File: config.mk
export PLATFORM = sky130hd
export DESIGN_NAME = periodic_central_difference_6th
export DESIGN_NICKNAME = d
export VERILOG_FILES = /design/src/hw/rtl/pcd6_pkg.sv /design/src/hw/rtl/periodic_central_difference_6th.sv /design/src/hw/rtl/pcd6_front.sv /design/src/hw/rtl/pcd6_queue.sv /design/src/hw/rtl/pcd6_back.sv
export SDC_FILE = /design/constraint.sdc
export NUM_CORES = 2
export LEC_CHECK = 0
export ABC_AREA = 0
export BUFFER_PORTS_ARGS = -buffer_cell sky130_fd_sc_hd__buf_4
export CORE_ASPECT_RATIO = 0.75
export CORE_MARGIN = 2
export CORE_UTILIZATION = 65
export DETAILED_ROUTE_END_ITERATION = 8
export GPL_ROUTABILITY_DRIVEN = 0
export HOLD_SLACK_MARGIN = 0.05
export PLACE_DENSITY = 0.9
export SYNTH_ARGS = -nofsm -noshare
export SYNTH_HDL_FRONTEND = slang
export SYNTH_SLANG_ARGS = --single-unit
File: constraint.sdc
create_clock -name clk -period 17.25 [get_ports clk]
set_input_delay 0.8625 -clock clk [delete_from_list [all_inputs] [get_ports clk]]
set_output_delay 0.8625 -clock clk [all_outputs]
set_load 0.1 [all_outputs]
File: src/hw/rtl/pcd6_pkg.sv
// ----------------------------------------------------------------------------
// pcd6_pkg: shared constants and types for the periodic central difference
// Holds default widths, line-length limits and the tag that travels with
// each stencil job from the front end through the queue to the back end.
// ----------------------------------------------------------------------------
package pcd6_pkg;

  localparam int DEFAULT_SAMPLE_WIDTH     = 24;
  localparam int DEFAULT_WEIGHT_FRAC_BITS = 18;

  localparam int COUNT_W = 16;
  localparam logic [COUNT_W-1:0] LINE_LENGTH_RESET = 16'd64;
  localparam logic [COUNT_W-1:0] MIN_LINE_LENGTH   = 16'd7;

  // Six samples at the start of a line are kept for the wrap-around.
  localparam int HEAD_DEPTH = 6;
  localparam int TAPS       = 7;
  localparam int WRAP_LEN   = 12;

  // Extra results produced by the last item of a line.
  localparam logic [2:0] WRAP_JOBS = 3'd6;

  localparam int QUEUE_DEPTH = 2;

  typedef struct packed {
    logic [COUNT_W-1:0] position;
    logic               line_done;
  } job_tag_t;

endpackage

File: src/hw/rtl/periodic_central_difference_6th.sv
// ----------------------------------------------------------------------------
// periodic_central_difference_6th: streamed periodic sixth-order derivative
// Takes one line of samples in order and returns the seven-point central
// difference for every position, wrapping round at the ends of the line.
// ----------------------------------------------------------------------------
//
//   port group     dir   handshake              payload
//   -------------  ----  ---------------------  --------------------------------
//   input items    in    in_valid / in_stall    sample
//   result items   out   out_valid / out_stall  derivative, position, line_done
//   line length    in    cfg_write_en           cfg_write_data
//
// One item is taken per cycle while in_stall is low. An item at position
// six or later is written into the queue at the edge that accepts it; its
// job then loads the product stage and then the output register. The last
// item of a line holds the front end while it issues the six wrap-around
// results. Reset is synchronous and clears the position count, the queue
// and the pipeline valids; the line length returns to 64. A stall on the
// result side freezes the back end; the two-entry queue fills and then the
// input side is stalled as well.
//
module periodic_central_difference_6th
  #(
  parameter int SAMPLE_WIDTH     = pcd6_pkg::DEFAULT_SAMPLE_WIDTH,
  parameter int WEIGHT_FRAC_BITS = pcd6_pkg::DEFAULT_WEIGHT_FRAC_BITS
) (
  input  logic                           clk,
  input  logic                           rst,
  input  logic                           cfg_write_en,
  input  logic [pcd6_pkg::COUNT_W-1:0]   cfg_write_data,
  input  logic                           in_valid,
  output logic                           in_stall,
  input  logic signed [SAMPLE_WIDTH-1:0] sample,
  output logic                           out_valid,
  input  logic                           out_stall,
  output logic signed [SAMPLE_WIDTH-1:0] derivative,
  output logic [pcd6_pkg::COUNT_W-1:0]   position,
  output logic                           line_done
);
  import pcd6_pkg::*;

  localparam int TAG_W = $bits(job_tag_t);
  localparam int JOB_W = TAPS * SAMPLE_WIDTH + TAG_W;

  // Line length register; the user must write it only while the block is idle, which the block does not enforce.
  logic [COUNT_W-1:0] line_length;

  // Front end to queue.
  logic                                push;
  logic [TAPS-1:0][SAMPLE_WIDTH-1:0]   push_taps;
  job_tag_t                            push_tag;
  logic                                queue_full;
  logic                                front_busy;

  // Queue to back end.
  logic                                job_valid;
  logic [JOB_W-1:0]                    job_data;
  logic [TAPS-1:0][SAMPLE_WIDTH-1:0]   job_taps;
  job_tag_t                            job_tag;
  logic                                take;

  always_ff @(posedge clk) begin
    if (rst) begin
      line_length <= LINE_LENGTH_RESET;
    end else if (cfg_write_en) begin
      line_length <= cfg_write_data;
    end
  end

  // The front end owns the window, the head of the line and the position
  // count. It stalls the input while wrap-around jobs are being issued or
  // while the queue is full.
  pcd6_front #(
    .SAMPLE_WIDTH (SAMPLE_WIDTH)
  ) u_front (
    .clk         (clk),
    .rst         (rst),
    .line_length (line_length),
    .in_valid    (in_valid),
    .in_stall    (in_stall),
    .sample      (sample),
    .queue_full  (queue_full),
    .push        (push),
    .taps        (push_taps),
    .tag         (push_tag),
    .busy        (front_busy)
  );

  // Each job carries the seven taps of one stencil together with its tag.
  pcd6_queue #(
    .WIDTH (JOB_W)
  ) u_queue (
    .clk        (clk),
    .rst        (rst),
    .push       (push),
    .push_data  ({push_taps, push_tag}),
    .full       (queue_full),
    .take       (take),
    .head_valid (job_valid),
    .head_data  (job_data)
  );

  assign job_taps = job_data[JOB_W-1:TAG_W];
  assign job_tag  = job_data[TAG_W-1:0];

  // The back end weighs, sums, rounds and saturates, and holds each result
  // until the consumer takes it.
  pcd6_back #(
    .SAMPLE_WIDTH     (SAMPLE_WIDTH),
    .WEIGHT_FRAC_BITS (WEIGHT_FRAC_BITS)
  ) u_back (
    .clk        (clk),
    .rst        (rst),
    .job_valid  (job_valid),
    .taps       (job_taps),
    .tag        (job_tag),
    .take       (take),
    .out_valid  (out_valid),
    .out_stall  (out_stall),
    .derivative (derivative),
    .position   (position),
    .line_done  (line_done)
  );

  // While wrap-around jobs are issued no new item may enter.
  assert property (@(posedge clk) disable iff (rst) front_busy |-> in_stall)
    else $error("item intake open during wrap-around");

  // The front end never offers a job to a full queue during intake.
  assert property (@(posedge clk) disable iff (rst)
    (in_valid && !in_stall) |-> !queue_full)
    else $error("item accepted with the queue full");

  // The line's closing result always belongs to position 2.
  assert property (@(posedge clk) disable iff (rst)
    (out_valid && line_done) |-> (position == COUNT_W'(2)))
    else $error("line end flagged on a position other than 2");

  // A held result does not change while the consumer stalls.
  assert property (@(posedge clk) disable iff (rst)
    (out_valid && out_stall) |=> (out_valid && $stable(derivative) && $stable(position)))
    else $error("result changed under stall");

endmodule

File: src/hw/rtl/pcd6_front.sv
// ----------------------------------------------------------------------------
// pcd6_front: item intake and job sequencing
// Keeps the sliding window, the head of the line and the position count,
// and issues one stencil job per item from position six on, plus six wrap-around jobs at line end.
// ----------------------------------------------------------------------------
module pcd6_front #(
  parameter int SAMPLE_WIDTH = pcd6_pkg::DEFAULT_SAMPLE_WIDTH
) (
  input  logic                                clk,
  input  logic                                rst,
  input  logic [pcd6_pkg::COUNT_W-1:0]        line_length,
  input  logic                                in_valid,
  output logic                                in_stall,
  input  logic signed [SAMPLE_WIDTH-1:0]      sample,
  input  logic                                queue_full,
  output logic                                push,
  output logic [pcd6_pkg::TAPS-1:0][SAMPLE_WIDTH-1:0] taps,
  output pcd6_pkg::job_tag_t                  tag,
  output logic                                busy
);
  import pcd6_pkg::*;

  logic signed [SAMPLE_WIDTH-1:0] window [HEAD_DEPTH];
  logic signed [SAMPLE_WIDTH-1:0] head [HEAD_DEPTH];
  logic signed [SAMPLE_WIDTH-1:0] wrap_line [WRAP_LEN];
  logic [COUNT_W-1:0] count;
  logic [COUNT_W-1:0] wrap_base;
  logic [2:0]         wrap_k;
  logic               wrapping;

  logic               accept;
  logic               has_result;
  logic               line_end;
  logic [COUNT_W-1:0] eff_len;
  logic [COUNT_W:0]   count_plus;

  assign eff_len    = (line_length < MIN_LINE_LENGTH) ? MIN_LINE_LENGTH : line_length;
  assign count_plus = {1'b0, count} + (COUNT_W+1)'(1);
  assign line_end   = count_plus >= {1'b0, eff_len};
  assign has_result = count >= COUNT_W'(HEAD_DEPTH);

  assign in_stall = wrapping || queue_full;
  assign accept   = in_valid && !in_stall;
  assign busy     = wrapping;
  assign push     = (accept && has_result) || (wrapping && !queue_full);

  always_comb begin
    for (int i = 0; i < TAPS; i++) begin
      if (wrapping) begin
        taps[i] = wrap_line[i];
      end else if (i < HEAD_DEPTH) begin
        taps[i] = window[i];
      end else begin
        taps[i] = sample;
      end
    end
    if (!wrapping) begin
      tag.position  = count - COUNT_W'(3);
      tag.line_done = 1'b0;
    end else if (wrap_k <= 3'd3) begin
      tag.position  = wrap_base + COUNT_W'(wrap_k) - COUNT_W'(3);
      tag.line_done = 1'b0;
    end else begin
      tag.position  = COUNT_W'(wrap_k) - COUNT_W'(4);
      tag.line_done = (wrap_k == WRAP_JOBS);
    end
  end

  always_ff @(posedge clk) begin
    if (rst) begin
      count    <= '0;
      wrapping <= 1'b0;
      wrap_k   <= '0;
    end else if (accept) begin
      if (has_result && line_end) begin
        count    <= '0;
        wrapping <= 1'b1;
        wrap_k   <= 3'd1;
      end else begin
        count <= count_plus[COUNT_W-1:0];
      end
    end else if (wrapping && !queue_full) begin
      wrap_k <= wrap_k + 3'd1;
      if (wrap_k == WRAP_JOBS) begin
        wrapping <= 1'b0;
      end
    end
  end

  // Sample stores carry no reset; entries are always written before use.
  always_ff @(posedge clk) begin
    if (accept) begin
      if (!has_result) begin
        head[count[2:0]] <= sample;
      end
      for (int i = 0; i < HEAD_DEPTH - 1; i++) begin
        window[i] <= window[i+1];
      end
      window[HEAD_DEPTH-1] <= sample;
      if (has_result && line_end) begin
        wrap_base <= count;
        for (int i = 0; i < HEAD_DEPTH - 1; i++) begin
          wrap_line[i] <= window[i+1];
        end
        wrap_line[HEAD_DEPTH-1] <= sample;
        for (int i = 0; i < HEAD_DEPTH; i++) begin
          wrap_line[HEAD_DEPTH+i] <= head[i];
        end
      end
    end else if (wrapping && !queue_full) begin
      for (int i = 0; i < WRAP_LEN - 1; i++) begin
        wrap_line[i] <= wrap_line[i+1];
      end
    end
  end

endmodule

File: src/hw/rtl/pcd6_queue.sv
// ----------------------------------------------------------------------------
// pcd6_queue: short job queue between front and back end
// A two-entry register FIFO so that each side can stall on its own.
// ----------------------------------------------------------------------------
module pcd6_queue #(
  parameter int WIDTH = 8
) (
  input  logic             clk,
  input  logic             rst,
  input  logic             push,
  input  logic [WIDTH-1:0] push_data,
  output logic             full,
  input  logic             take,
  output logic             head_valid,
  output logic [WIDTH-1:0] head_data
);
  import pcd6_pkg::*;

  localparam int PTR_W = $clog2(QUEUE_DEPTH);
  localparam int CNT_W = $clog2(QUEUE_DEPTH + 1);

  logic [WIDTH-1:0] entries [QUEUE_DEPTH];
  logic [PTR_W-1:0] wr_ptr;
  logic [PTR_W-1:0] rd_ptr;
  logic [CNT_W-1:0] fill;
  logic             do_push;
  logic             do_pop;

  assign full       = fill == CNT_W'(QUEUE_DEPTH);
  assign head_valid = fill != '0;
  assign head_data  = entries[rd_ptr];
  assign do_push    = push && !full;
  assign do_pop     = take && head_valid;

  always_ff @(posedge clk) begin
    if (rst) begin
      wr_ptr <= '0;
      rd_ptr <= '0;
      fill   <= '0;
    end else begin
      if (do_push) begin
        wr_ptr <= (wr_ptr == PTR_W'(QUEUE_DEPTH - 1)) ? '0 : wr_ptr + PTR_W'(1);
      end
      if (do_pop) begin
        rd_ptr <= (rd_ptr == PTR_W'(QUEUE_DEPTH - 1)) ? '0 : rd_ptr + PTR_W'(1);
      end
      if (do_push && !do_pop) begin
        fill <= fill + CNT_W'(1);
      end else if (do_pop && !do_push) begin
        fill <= fill - CNT_W'(1);
      end
    end
  end

  always_ff @(posedge clk) begin
    if (do_push) begin
      entries[wr_ptr] <= push_data;
    end
  end

endmodule

File: src/hw/rtl/pcd6_back.sv
// ----------------------------------------------------------------------------
// pcd6_back: stencil arithmetic pipeline
// Stage one forms the three differences and their weighted products; stage
// two sums, rounds half up, saturates and holds the result for the consumer.
// ----------------------------------------------------------------------------
module pcd6_back #(
  parameter int SAMPLE_WIDTH     = pcd6_pkg::DEFAULT_SAMPLE_WIDTH,
  parameter int WEIGHT_FRAC_BITS = pcd6_pkg::DEFAULT_WEIGHT_FRAC_BITS
) (
  input  logic                                clk,
  input  logic                                rst,
  input  logic                                job_valid,
  input  logic [pcd6_pkg::TAPS-1:0][SAMPLE_WIDTH-1:0] taps,
  input  pcd6_pkg::job_tag_t                  tag,
  output logic                                take,
  output logic                                out_valid,
  input  logic                                out_stall,
  output logic signed [SAMPLE_WIDTH-1:0]      derivative,
  output logic [pcd6_pkg::COUNT_W-1:0]        position,
  output logic                                line_done
);
  import pcd6_pkg::*;

  localparam int SW   = SAMPLE_WIDTH;
  localparam int F    = WEIGHT_FRAC_BITS;
  localparam int DW   = SW + 1;
  localparam int PW   = DW + F + 1;
  localparam int SUMW = PW + 2;
  localparam int QW   = SUMW - F;

  // Weights in Q0.F, each rounded to nearest.
  localparam longint W_SIXTIETH_L = ((longint'(1) << F) + 30) / 60;
  localparam longint W_3_20TH_L   = ((longint'(3) << F) + 10) / 20;
  localparam longint W_3_4TH_L    = ((longint'(3) << F) + 2) / 4;
  localparam logic signed [F:0] W_SIXTIETH = (F+1)'(W_SIXTIETH_L);
  localparam logic signed [F:0] W_3_20TH   = (F+1)'(W_3_20TH_L);
  localparam logic signed [F:0] W_3_4TH    = (F+1)'(W_3_4TH_L);

  localparam logic signed [SUMW-1:0] HALF = SUMW'(longint'(1) << (F - 1));
  localparam logic signed [QW-1:0] QMAX = QW'((longint'(1) << (SW - 1)) - 1);
  localparam logic signed [QW-1:0] QMIN = QW'(-(longint'(1) << (SW - 1)));

  logic signed [DW-1:0] d_far;
  logic signed [DW-1:0] d_mid;
  logic signed [DW-1:0] d_near;
  logic signed [PW-1:0] p_far_next;
  logic signed [PW-1:0] p_mid_next;
  logic signed [PW-1:0] p_near_next;

  logic                 a_valid;
  job_tag_t             a_tag;
  logic signed [PW-1:0] p_far;
  logic signed [PW-1:0] p_mid;
  logic signed [PW-1:0] p_near;

  logic signed [SUMW-1:0] sum_r;
  logic signed [QW-1:0]   q;
  logic signed [SW-1:0]   sat;

  assign take = !out_valid || !out_stall;

  always_comb begin
    d_far  = DW'($signed(taps[6])) - DW'($signed(taps[0]));
    d_mid  = DW'($signed(taps[1])) - DW'($signed(taps[5]));
    d_near = DW'($signed(taps[4])) - DW'($signed(taps[2]));
    p_far_next  = PW'(d_far) * PW'(W_SIXTIETH);
    p_mid_next  = PW'(d_mid) * PW'(W_3_20TH);
    p_near_next = PW'(d_near) * PW'(W_3_4TH);
  end

  always_comb begin
    sum_r = SUMW'(p_far) + SUMW'(p_mid) + SUMW'(p_near) + HALF;
    q     = $signed(sum_r[SUMW-1:F]);
    if (q > QMAX) begin
      sat = QMAX[SW-1:0];
    end else if (q < QMIN) begin
      sat = QMIN[SW-1:0];
    end else begin
      sat = q[SW-1:0];
    end
  end

  always_ff @(posedge clk) begin
    if (rst) begin
      a_valid   <= 1'b0;
      out_valid <= 1'b0;
    end else if (take) begin
      a_valid   <= job_valid;
      out_valid <= a_valid;
    end
  end

  always_ff @(posedge clk) begin
    if (take) begin
      if (job_valid) begin
        a_tag  <= tag;
        p_far  <= p_far_next;
        p_mid  <= p_mid_next;
        p_near <= p_near_next;
      end
      if (a_valid) begin
        derivative <= sat;
        position   <= a_tag.position;
        line_done  <= a_tag.line_done;
      end
    end
  end

endmodule

==> flow_metrics.py <==
metrics = {
    "outcome": {
        "result_of_the_run": "completed",
    },
    "sta": {
        "slew_viol_final": 0,
        "report.final.hold_viol_count": 0,
        "finalCritPeriodShare": 0.659,
        "f_max_mhz": 88.0,
        "max-slew-margin-rel": 0.223,
        "final-setup-viol-count": 0,
        "max_slew.worst_pin.slew_ns": 1.16,
        "min_period_ns": 11.37,
        "final.setup.tns_ns": 0,
        "fin_worst_skew_ns": 0.0526,
        "setup_repair_after_global_routing_missed_its_margin": "false",
    },
    "logic_synthesis": {
        "seq_area_frac_synth": 0.546,
        "syn_area_um2": 60900,
        "syn-instance-count": 4380,
        "synth_largest_area_cell": "sky130_fd_sc_hd__edfxtp_1",
        "synth_warnings": 0,
        "synth-seq-cells": 1122,
        "synthesis.nets": 5108,
        "synth_cell_type_count": 87,
        "edff_count_synth": 1079,
        "synthTopCellsByArea": "sky130_fd_sc_hd__edfxtp_1, sky130_fd_sc_hd__ha_1, sky130_fd_sc_hd__mux2_2",
        "fraction_of_registers_with_async_set_or_reset_after_synthesis": 0,
        "netlist.area_leader.share": 0.532,
        "synth_ff_type": "sky130_fd_sc_hd__edfxtp_1",
        "syn-mean-instance-area_um2": 13.9,
    },
    "floorplanning": {
        "die_height_um": 269,
        "fp.coreArea_um2": 93100,
        "floorplan.io_pins": 88,
        "die_area_um2": 96200,
        "initial_util": 0.655,
        "die_w_um": 358,
        "core.rowCount": 97,
    },
    "cells_and_area": {
        "final.fill_count": 5445,
        "final_net_count": 5220,
        "final_cell_area_um2": 66600,
        "seqCellArea_um2": 33300,
        "number_of_standard_cells_in_the_final_layout_excluding_fillers": 5821,
        "synthToLayoutAreaGrowth_pct": 9.27,
        "finalCoreUtilization": 0.715,
        "area_of_the_multi_input_gates_um2": 25400,
        "final_layout_size_suffix_gt1_frac": 0.181,
    },
    "clock_network": {
        "cts-resized-gates": 0,
        "clkLatencyLatePin_ns": 0.70,
        "cts.root.buffer_cell": "sky130_fd_sc_hd__clkbuf_16",
        "cts_num_sinks": 1122,
        "cts.clk_slew.worst_paths_ns": 0.07,
        "tritoncts_clock_tree": "done",
        "cts_made_buffers": 100,
        "ctsLongestPathBuffers": 3,
        "h-tree-depth": 3,
        "postCtsHoldBufs": 0,
        "post-cts-setup-buffer-count": 0,
    },
    "worst_setup_path": {
        "path_delay_family": "compound AO/OA/AOI/OAI gates",
        "timing.critical_path.slowest_stage_cell": "sky130_fd_sc_hd__dfxtp_4",
        "start_kind": "register",
        "critPathMaxFanout": 96,
        "setup.worst_path.end_class": "register",
        "timing_worst_setup_path_type": "register to register",
        "cp_data_arrival_time_ns": 11.81,
        "worstPathBufferInverterCount": 5,
        "critical-path-max-stage-delay_ns": 0.96,
        "worst-endpoint-required_ns": 17.70,
    },
    "global_routing": {
        "grt_start_max_net_pins": 110,
        "number_of_global_route_vias_before_repair": 35800,
        "antenna_found_initial": 4,
        "grt_overflow_total": 0,
        "grt_util_all_layers": 0.268,
        "grt_pass1_wl_um": 201000,
    },
    "drt": {
        "detail_route.iter0.violations": 3412,
        "drt-vias-per-instance": 6.08,
        "routed_wire_length_per_instance_um": 22.2,
        "ant_nets": 0,
        "drtPass1Iterations": 6,
        "dr_total_vias": 35400,
        "detail_route.drc_violations": 0,
        "postRouteWirelength_um": 129000,
    },
    "worst_hold_path": {
        "holdCritPathClass": "primary input to register",
    },
    "placement": {
        "post-dp-hpwl_um": 87600,
        "port_buffers": 87,
        "dpl.cell_count": 5627,
        "dpl-instance-area_um2": 63000,
    },
    "job": {
        "drv.max_cap_violation_count": 0,
    },
}
## worst paths after layout
| path | cells past startpoint | slack (ns) | end | start |
|---|---|---|---|---|
| min reg2reg | 0 | 0.41 | u_back.position[8]$_DFFE_PP_ | u_back.a_tag[9]$_DFFE_PP_ |
| max | 36 | 5.88 | u_back.p_mid[39]$_DFFE_PP_ | register |
| min | 3 | 0.39 | line_length[10]$_SDFFE_PP0P_ | cfg_write_data[10] |
| max reg2reg | 36 | 5.88 | u_back.p_mid[39]$_DFFE_PP_ | register |
## routing by layer
| layer | global-route usage | up-vias | share of wire |
|---|---|---|---|
| met2 | 0.419 | 1595 | 0.46 |
| met1 | 0.392 | 17600 | 0.43 |
| met5 | 0 | - | 0 |
| met3 | 0.0516 | 218 | 0.088 |
| met4 | 0.0623 | 0 | 0.019 |
| li1 | - | 16000 | - |
## cells in the final DEF (no fill, tap or decap), types with 24 or more instances in the layout
master,count
sky130_fd_sc_hd__nand2b_1,27
sky130_fd_sc_hd__nand3_1,48
sky130_fd_sc_hd__inv_1,509
sky130_fd_sc_hd__buf_4,115
sky130_fd_sc_hd__xnor2_1,162
sky130_fd_sc_hd__o21bai_1,36
sky130_fd_sc_hd__nor2b_1,29
sky130_fd_sc_hd__nor2_1,168
sky130_fd_sc_hd__fa_1,227
sky130_fd_sc_hd__nor3_1,39
sky130_fd_sc_hd__nand2_1,111
sky130_fd_sc_hd__a21o_1,60
sky130_fd_sc_hd__xor2_1,83
sky130_fd_sc_hd__ha_1,456
sky130_fd_sc_hd__o21a_1,24
sky130_fd_sc_hd__mux2_2,495
sky130_fd_sc_hd__mux2i_1,91
sky130_fd_sc_hd__a21oi_1,180
sky130_fd_sc_hd__edfxtp_1,1079
sky130_fd_sc_hd__and3_1,26
sky130_fd_sc_hd__clkbuf_16,100
sky130_fd_sc_hd__o21ai_0,105
sky130_fd_sc_hd__dfxtp_1,41
## registers in the layout, summed over array words and instances, names as in the netlist, 2 cells and up, named ones only
| register | count |
|---|---|
| line_length | 16 |
| u_back.a_tag | 17 |
| u_back.derivative | 24 |
| u_back.p_far | 38 |
| u_back.p_mid | 41 |
| u_back.p_near | 28 |
| u_back.position | 16 |
| u_front.count | 16 |
| u_front.head | 144 |
| u_front.window | 144 |
| u_front.wrap_base | 16 |
| u_front.wrap_k | 3 |
| u_front.wrap_line | 288 |
| u_queue.entries | 322 |
| u_queue.fill | 2 |
## logic make-up (layout without fill, tap and decap cells)
| logic type | Yosys count | in the layout | synth area share |
|---|---|---|---|
| adder cells (fa/ha/maj) | 683 | 683 | 0.168 |
| multiplexers | 589 | 589 | 0.107 |
| AND/OR/NAND/NOR | 557 | 557 | 0.0453 |
| AO/OA/AOI/OAI | 563 | 563 | 0.0591 |
| flip-flops | 1122 | 1122 | 0.546 |
| other | 1 | 5 | 0.0000615 |
| XOR/XNOR | 247 | 247 | 0.0358 |
| buffers and inverters | 618 | 818 | 0.0386 |
## stage by stage
stage          hold WS (ns)  setup slack (ns)
6_report              0.394              5.88
5_1_grt               0.389              5.08
4_1_cts               0.354              6.00
3_5_place_dp          0.405              6.00
3_3_place_gp          0.401              6.20
2_1_floorplan         0.400              7.15
## area by class of cell
class                      instances  share of cell area
antenna                            4            0.000150
clock buffer                     121              0.0400
clock inverter                    69              0.0137
inverter                         512              0.0290
multi-input combinational       2640               0.381
sequential                      1122               0.500
tap                             1237              0.0232
timing repair buffer             116              0.0133
## worst min-delay path: cells and delay by family
kind	cells	cell delay, ns
AND/OR/NAND/NOR	1	0.07
multiplexers	1	0.05
buffers and inverters	1	0.08
## Yosys cell counts (all sizes together), types with 5 or more instances
cell type and n:
a2111o 5, dfxtp 43, ha 456, xnor2 163, fa 227, or3 18, a21o 60, clkbuf 86
buf 20, a211oi 17, inv 511, and3 27, and2 16, a21boi 9, or2 11, a41o 5
o21ai 129, mux2 498, edfxtp 1079, o21a 24, a211o 6, o211ai 10, nand2b 27, o31a 6
xor2 84, nor2 172, nand2 114, nor2b 30, nor4 9, mux2i 91, nor3 41, a21oi 187
nand3b 9, o31ai 12, o21bai 36, nand3 49, nand4 17, a31oi 21
Power is not shown: default switching activity piles up to over one toggle a cycle in this logic, so the estimate is an artifact.
